<file path="config.mk">
export PLATFORM = sky130hd
export DESIGN_NAME = integer_to_ascii_radix
export DESIGN_NICKNAME = d
export VERILOG_FILES = /design/src/rtl/core/ita_pkg.sv /design/src/rtl/core/ita_divider.sv /design/src/rtl/core/integer_to_ascii_radix.sv
export SDC_FILE = /design/constraint.sdc
export NUM_CORES = 1
export LEC_CHECK = 0
export BUFFER_PORTS_ARGS = -buffer_cell sky130_fd_sc_hd__buf_2
export CORE_UTILIZATION = 62
export CTS_BUF_LIST = sky130_fd_sc_hd__clkbuf_8
export DETAILED_ROUTE_END_ITERATION = 7
export PLACE_DENSITY_LB_ADDON = 0.12
export SYNTH_ARGS = -nofsm -noshare
export SYNTH_HDL_FRONTEND = slang
export SYNTH_HIERARCHICAL = 1
export SYNTH_SLANG_ARGS = --single-unit
</file>
<file path="constraint.sdc">
create_clock -name clk -period 7 [get_ports clk]
set_input_delay 0.7 -clock clk [delete_from_list [all_inputs] [get_ports clk]]
set_output_delay 0.7 -clock clk [all_outputs]
set_load 0.01 [all_outputs]
</file>
<file path="src/rtl/core/ita_pkg.sv">
`default_nettype none

package ita_pkg;

    localparam int DIGIT_W = 4;
    localparam int RADIX_W = 5;
    localparam int STEP_BITS = 4;

    localparam logic [RADIX_W-1:0] RADIX_MIN = 5'd2;
    localparam logic [RADIX_W-1:0] RADIX_MAX = 5'd16;
    localparam logic [RADIX_W-1:0] RADIX_DEFAULT = 5'd10;

    localparam logic [7:0] CHAR_MINUS = 8'h2D;
    localparam logic [7:0] CHAR_ZERO = 8'h30;
    localparam logic [7:0] CHAR_UPPER_A = 8'h41;
    localparam logic [7:0] CHAR_LOWER_A = 8'h61;
    localparam logic [7:0] DECIMAL_LIMIT = 8'd10;

    function automatic logic [7:0] digit_char(input logic [DIGIT_W-1:0] digit,
                                              input logic lower);
        logic [7:0] wide_digit;
        wide_digit = {4'd0, digit};
        if (wide_digit < DECIMAL_LIMIT) begin
            return CHAR_ZERO + wide_digit;
        end
        else if (lower) begin
            return CHAR_LOWER_A + wide_digit - DECIMAL_LIMIT;
        end
        else begin
            return CHAR_UPPER_A + wide_digit - DECIMAL_LIMIT;
        end
    endfunction

endpackage

`default_nettype wire

</file>
<file path="src/rtl/core/ita_divider.sv">
`default_nettype none

module ita_divider #(
    parameter int QW = 32
) (
    input  wire logic                          clk,
    input  wire logic                          rst_n,
    input  wire logic                          start,
    input  wire logic [QW-1:0]                 dividend,
    input  wire logic [ita_pkg::RADIX_W-1:0]   divisor,
    output logic                               done,
    output logic [QW-1:0]                      quotient,
    output logic [ita_pkg::DIGIT_W-1:0]        remainder
);
    import ita_pkg::*;

    localparam int STEPS = QW / STEP_BITS;
    localparam int SW = (STEPS > 1) ? $clog2(STEPS) : 1;

    logic              busy_reg;
    logic              done_reg;
    logic [SW-1:0]     step_reg;
    logic [QW-1:0]     quot_reg;
    logic [DIGIT_W-1:0] rem_reg;
    logic [RADIX_W-1:0] div_reg;
    logic [QW-1:0]     quot_next;
    logic [DIGIT_W-1:0] rem_next;

    always_comb
    begin
        logic [RADIX_W-1:0] trial;
        logic [RADIX_W-1:0] diff;
        quot_next = quot_reg;
        rem_next = rem_reg;
        for (int k = 0; k < STEP_BITS; k++)
        begin
            trial = {rem_next, quot_next[QW-1]};
            diff = trial - div_reg;
            if (trial >= div_reg)
            begin
                rem_next = diff[DIGIT_W-1:0];
                quot_next = {quot_next[QW-2:0], 1'b1};
            end
            else
            begin
                rem_next = trial[DIGIT_W-1:0];
                quot_next = {quot_next[QW-2:0], 1'b0};
            end
        end
    end

    always_ff @(posedge clk or negedge rst_n)
    begin
        if (!rst_n)
        begin
            busy_reg <= 1'b0;
            done_reg <= 1'b0;
            step_reg <= '0;
            quot_reg <= '0;
            rem_reg <= '0;
            div_reg <= '0;
        end
        else
        begin
            done_reg <= 1'b0;
            if (start)
            begin
                busy_reg <= 1'b1;
                step_reg <= '0;
                quot_reg <= dividend;
                rem_reg <= '0;
                div_reg <= divisor;
            end
            else if (busy_reg)
            begin
                quot_reg <= quot_next;
                rem_reg <= rem_next;
                step_reg <= step_reg + SW'(1);
                if (step_reg == SW'(STEPS - 1))
                begin
                    busy_reg <= 1'b0;
                    done_reg <= 1'b1;
                end
            end
        end
    end

    assign done = done_reg;
    assign quotient = quot_reg;
    assign remainder = rem_reg;

endmodule

`default_nettype wire

</file>
<file path="src/rtl/core/integer_to_ascii_radix.sv">
// Each digit costs one pass of the shared divider, which retires four quotient bits per cycle.
// Digits are then read back from the digit memory, most significant first, one S_READ and S_OUT pass per character.
// A new transaction is taken as soon as the last character sits in the output register.
// Reset is asynchronous and active low; it returns the block to idle with no output pending.
`default_nettype none

module integer_to_ascii_radix #(
    parameter int VALUE_WIDTH = 32
) (
    input  wire logic                          clk,
    input  wire logic                          rst_n,
    input  wire logic                          req_valid,
    output logic                               req_stall,
    input  wire logic [31:0]                   value,
    input  wire logic [ita_pkg::RADIX_W-1:0]   base,
    input  wire logic                          unsigned_mode,
    input  wire logic                          lowercase,
    output logic                               rsp_valid,
    input  wire logic                          rsp_stall,
    output logic [7:0]                         character,
    output logic                               last
);
    import ita_pkg::*;

    localparam int QW = ((VALUE_WIDTH + STEP_BITS - 1) / STEP_BITS) * STEP_BITS;
    localparam int AW = $clog2(VALUE_WIDTH);
    localparam int CW = $clog2(VALUE_WIDTH + 1);

    typedef enum logic [2:0] {
        S_IDLE,
        S_SIGN,
        S_START,
        S_WAIT,
        S_READ,
        S_OUT
    } state_t;

    state_t             state_reg, state_next;
    logic [RADIX_W-1:0] base_reg, base_next;
    logic [QW-1:0]      mag_reg, mag_next;
    logic               lower_reg, lower_next;
    logic [CW-1:0]      cnt_reg, cnt_next;
    logic [AW-1:0]      idx_reg, idx_next;
    logic               rsp_valid_reg, rsp_valid_next;
    logic [7:0]         char_reg, char_next;
    logic               last_reg, last_next;

    logic [DIGIT_W-1:0] digit_mem [VALUE_WIDTH];
    logic [DIGIT_W-1:0] rd_data_reg;

    logic [VALUE_WIDTH-1:0] in_val;
    logic [VALUE_WIDTH-1:0] in_neg_val;
    logic                   in_neg;
    logic                   out_free;
    logic                   div_start;
    logic                   div_done;
    logic [QW-1:0]          div_quot;
    logic [DIGIT_W-1:0]     div_rem;

    assign in_val = VALUE_WIDTH'(value);
    assign in_neg_val = ~in_val + VALUE_WIDTH'(1);
    assign in_neg = !unsigned_mode && in_val[VALUE_WIDTH-1];
    assign out_free = !rsp_valid_reg || !rsp_stall;
    assign div_start = (state_reg == S_START);

    ita_divider #(
        .QW(QW)
    ) u_divider (
        .clk      (clk),
        .rst_n    (rst_n),
        .start    (div_start),
        .dividend (mag_reg),
        .divisor  (base_reg),
        .done     (div_done),
        .quotient (div_quot),
        .remainder(div_rem)
    );

    always_comb
    begin
        state_next = state_reg;
        base_next = base_reg;
        mag_next = mag_reg;
        lower_next = lower_reg;
        cnt_next = cnt_reg;
        idx_next = idx_reg;
        rsp_valid_next = rsp_valid_reg && rsp_stall;
        char_next = char_reg;
        last_next = last_reg;
        unique case (state_reg)
            S_IDLE:
            begin
                if (req_valid)
                begin
                    if (base < RADIX_MIN || base > RADIX_MAX)
                    begin
                        base_next = RADIX_DEFAULT;
                    end
                    else
                    begin
                        base_next = base;
                    end
                    lower_next = lowercase;
                    mag_next = in_neg ? QW'(in_neg_val) : QW'(in_val);
                    cnt_next = '0;
                    state_next = in_neg ? S_SIGN : S_START;
                end
            end
            S_SIGN:
            begin
                if (out_free)
                begin
                    rsp_valid_next = 1'b1;
                    char_next = CHAR_MINUS;
                    last_next = 1'b0;
                    state_next = S_START;
                end
            end
            S_START:
            begin
                state_next = S_WAIT;
            end
            S_WAIT:
            begin
                if (div_done)
                begin
                    cnt_next = cnt_reg + CW'(1);
                    mag_next = div_quot;
                    if (div_quot == '0 || cnt_reg == CW'(VALUE_WIDTH - 1))
                    begin
                        idx_next = cnt_reg[AW-1:0];
                        state_next = S_READ;
                    end
                    else
                    begin
                        state_next = S_START;
                    end
                end
            end
            S_READ:
            begin
                state_next = S_OUT;
            end
            S_OUT:
            begin
                if (out_free)
                begin
                    rsp_valid_next = 1'b1;
                    char_next = digit_char(rd_data_reg, lower_reg);
                    last_next = (idx_reg == '0);
                    if (idx_reg == '0)
                    begin
                        state_next = S_IDLE;
                    end
                    else
                    begin
                        idx_next = idx_reg - AW'(1);
                        state_next = S_READ;
                    end
                end
            end
            default:
            begin
                state_next = S_IDLE;
            end
        endcase
    end

    always_ff @(posedge clk or negedge rst_n)
    begin
        if (!rst_n)
        begin
            state_reg <= S_IDLE;
            base_reg <= RADIX_DEFAULT;
            mag_reg <= '0;
            lower_reg <= 1'b0;
            cnt_reg <= '0;
            idx_reg <= '0;
            rsp_valid_reg <= 1'b0;
            char_reg <= '0;
            last_reg <= 1'b0;
        end
        else
        begin
            state_reg <= state_next;
            base_reg <= base_next;
            mag_reg <= mag_next;
            lower_reg <= lower_next;
            cnt_reg <= cnt_next;
            idx_reg <= idx_next;
            rsp_valid_reg <= rsp_valid_next;
            char_reg <= char_next;
            last_reg <= last_next;
        end
    end

    always_ff @(posedge clk)
    begin
        if (state_reg == S_WAIT && div_done)
        begin
            digit_mem[cnt_reg[AW-1:0]] <= div_rem;
        end
        rd_data_reg <= digit_mem[idx_reg];
    end

    assign req_stall = (state_reg != S_IDLE);
    assign rsp_valid = rsp_valid_reg;
    assign character = char_reg;
    assign last = last_reg;

    a_accept_leaves_idle: assert property (@(posedge clk) disable iff (!rst_n)
        (req_valid && !req_stall) |=> req_stall)
        else $error("Block stayed idle after taking a transaction.");

    a_done_only_waiting: assert property (@(posedge clk) disable iff (!rst_n)
        div_done |-> (state_reg == S_WAIT))
        else $error("Divider finished outside the wait state.");

    a_count_bounded: assert property (@(posedge clk) disable iff (!rst_n)
        cnt_reg <= CW'(VALUE_WIDTH))
        else $error("Digit count exceeds the store depth.");

    a_last_to_idle: assert property (@(posedge clk) disable iff (!rst_n)
        (state_reg == S_OUT && out_free && idx_reg == '0) |=>
            (state_reg == S_IDLE && rsp_valid_reg && last_reg))
        else $error("Final character did not close the conversion.");

endmodule

`default_nettype wire

</file>
==> impl_results.md <==
- Die Height: ~140 um
- Most frequent cells in the layout: edfxtp_1 (128), nand2_1 (110), dfrtp_1 (103)
- R2R Path End: u_divider/remainder[3]$_DFFE_PN0P_
- DP Worst Slack: around 630 ps
- Final hold vios: 0
- FFs w/ async S/R, synth: approximately 45%
- H-tree level count: 2
- Die Area: approximately 20000 um^2
- Port Buffers: 52
- Commonest non-fill, non-tap cell in the layout: edfxtp_1
- Post-synth cell types: 78
- Largest register FFs: 128
- DR iter-0 viols: between 400 and 500
- Vias in the first global route: approximately 8400
- Detailed Place HPWL: around 18000 um
- Reg2Reg Depth: 26
- Max-cap check violation count: 0
- RSZ-0062 raised after global routing: false
- Synthesis Warnings: 6
- Root buf cell: clkbuf_8
- Antenna-violating nets left: 0
- Crit Path Max Fanout: 35
- Core Box Area: roughly 19000 um^2
- Global-route wire length before repair: roughly 44000 um
- Number of enable flip-flop cells after synthesis: roughly 130
- Register area: roughly 6600 um^2
- Number of setup violations in the final report: 0
- Post-Syn Nets: between 1000 and 1500
- DRC: 0
- CP bufs+invs: 2
- Most used cell, CP: ha_1
- Vias/cell: 6.18
- Clock Path Buffers: 3
- CP Class: flop to flop
- Layout area overhead: 10.4%
- Reg2Reg Launch Point: u_divider/remainder[2]$_DFFE_PN0P_
- HP Class: input port to async pin
- Cell count after placement: approximately 1300
- Fmax: 158 MHz
- Initial antenna violation count: 2
- Nets@finish: 1143
- Worst-margin pin slew: ~1100 ps
- # rows: 50
- IO Pins: 54
- Gr usage total: ~29%
- First-pass DRT Iterations: 6
- Fin crit share: between 90% and 100%
- Worst R2R Setup Slack: ~660 ps
- Clock sink total: 239
- Layout cells sized above 1: 16.9%
- Worst Skew: between 10 and 15 ps
- Post-synth top flop: edfxtp_1
- Vias: 8375
- Mapped cell area: approximately 12000 um^2
- Sequential area share after synthesis: a little under three fifths
- Kind of cell adding the most delay to the critical path: compound AO/OA/AOI/OAI gates
- Setup crit end kind: flop
- Min cycle time layout: ~6300 ps
- Hold_buf cts: 0
- CP max-delay cell: o21ai_0
- CTS tree: done
- N_diodes: 0
- Num CTS Buffers: 39
- WL/cell: around 20 um
- Syn avg cell area: around 12 um^2
- Total negative slack: 0 ps
- Final Non-Filler Cells: 1355
- Synthesized instance count: 1012
- CP Depth: 26
- Seq cells post-synth: roughly 240
- Max_slew headroom: approximately 29%
- Worst Path Required: approximately 7500 ps
- Initial Utilization: 63.6%
- Gr ovfl total: 0
- Worst setup SP type: flop
- Max Slew Vio Count: 0
- Area of the multi-input gates: between 5000 and 6000 um^2
- FILL cells: 1371
- Status: finished clean
- Largest net degree at the start of global routing: ~80
- Arr. time, crit path: just under 7000 ps
- Gpl congestion: 0.834
- WL final: around 27000 um
- Clk slew on worst S/H paths: approximately 70 ps
- Slowest stage delay, CP: around 500 ps
- Final WS setup: roughly 660 ps
- Chip width: 141 um
- Worst skew pair latency: ~540 ps
[how the worst max path moves through the flow]
stage,endpoint,start
final,u_divider/remainder[3]$_DFFE_PN0P_,u_divider/remainder[2]$_DFFE_PN0P_
after global routing,u_divider/remainder[3]$_DFFE_PN0P_,u_divider/remainder[2]$_DFFE_PN0P_
after CTS,u_divider/remainder[3]$_DFFE_PN0P_,u_divider/remainder[2]$_DFFE_PN0P_
after detailed placement,u_divider/remainder[3]$_DFFE_PN0P_,u_divider/remainder[2]$_DFFE_PN0P_
after global placement,u_divider/remainder[3]$_DFFE_PN0P_,u_divider/remainder[2]$_DFFE_PN0P_
after floorplan,u_divider/remainder[3]$_DFFE_PN0P_,u_divider/remainder[2]$_DFFE_PN0P_
[cells by family after synthesis]
family / share of synthesized area (%)
adder cells (fa/ha/maj): 3.81
multiplexers: 11.3
XOR/XNOR: 2.42
AO/OA/AOI/OAI: 11.7
AND/OR/NAND/NOR: 12.8
other: 0.0313
flip-flops: 55.2
buffers and inverters: 2.79
[area by class of cell]
cell class                      count  share of cell area, %
Clock buffer                       41                   4.27
Clock inverter                     29                   1.37
Inverter                           30                  0.852
Multi-Input combinational cell    689                   38.2
Sequential cell                   239                   50.0
Tap cell                          260                   2.46
Timing Repair Buffer               67                   2.84
[per-stage QoR]
stage	utilization, %	hold WS, ps	instance area (um^2)
finish	70.2	148	13200
global route	70.2	181	13200
CTS	70.2	148	13200
detailed placement	66.2	450	12500
global placement	66.2	443	12500
floorplan	-	404	12000
[timing repair]
item | in CTS | in global routing
hold endpoints to repair | 0 | 0
resized for setup | 0 | 1
endpoints found under the setup margin | 0 | 1
buffers inserted | 0 | 0
[synthesized netlist by cell type, types with 11 or more instances]
library cell  count  share of area [%]
inv_1            30               0.94
a21oi_1          43                1.8
edfxtp_1        128                 32
a31oi_1          11               0.58
nor3_1           18               0.75
nor4_1           13               0.68
o21ai_0          76                3.2
clkbuf_1         40                1.3
mux2i_1          55                4.6
nand3_1          19               0.79
a211oi_1         13               0.82
dfrtp_1         105                 22
ha_1             30                3.1
xor2_1           19                1.4
nor2_1           71                2.2
nand2_1         110                3.5
mux4_2           32                6.0
xnor2_1          14                1.0
[worst register-to-register path: cells and delay by family, from the launching register on]
kind	cells	cell delay [ps]
AND/OR/NAND/NOR	5	780
AO/OA/AOI/OAI	14	3040
multiplexers	1	330
adder cells (fa/ha/maj)	4	1340
flip-flops	1	330
buffers and inverters	2	420
[layer usage]
layer / wire length [um] / share of wire (%) / GRT usage, % / vias to the layer above
met5: 16 / 0.059 / 0 / -
met4: 1120 / 4.1 / 14.0 / 2
met3: 1510 / 5.5 / 4.55 / 87
met2: 13100 / 48 / 46.9 / 293
met1: 11500 / 42 / 38.3 / 4087
li1: - / - / - / 3906
Power is not shown: default switching activity piles up to over one toggle a cycle in this logic, so the estimate is an artifact.
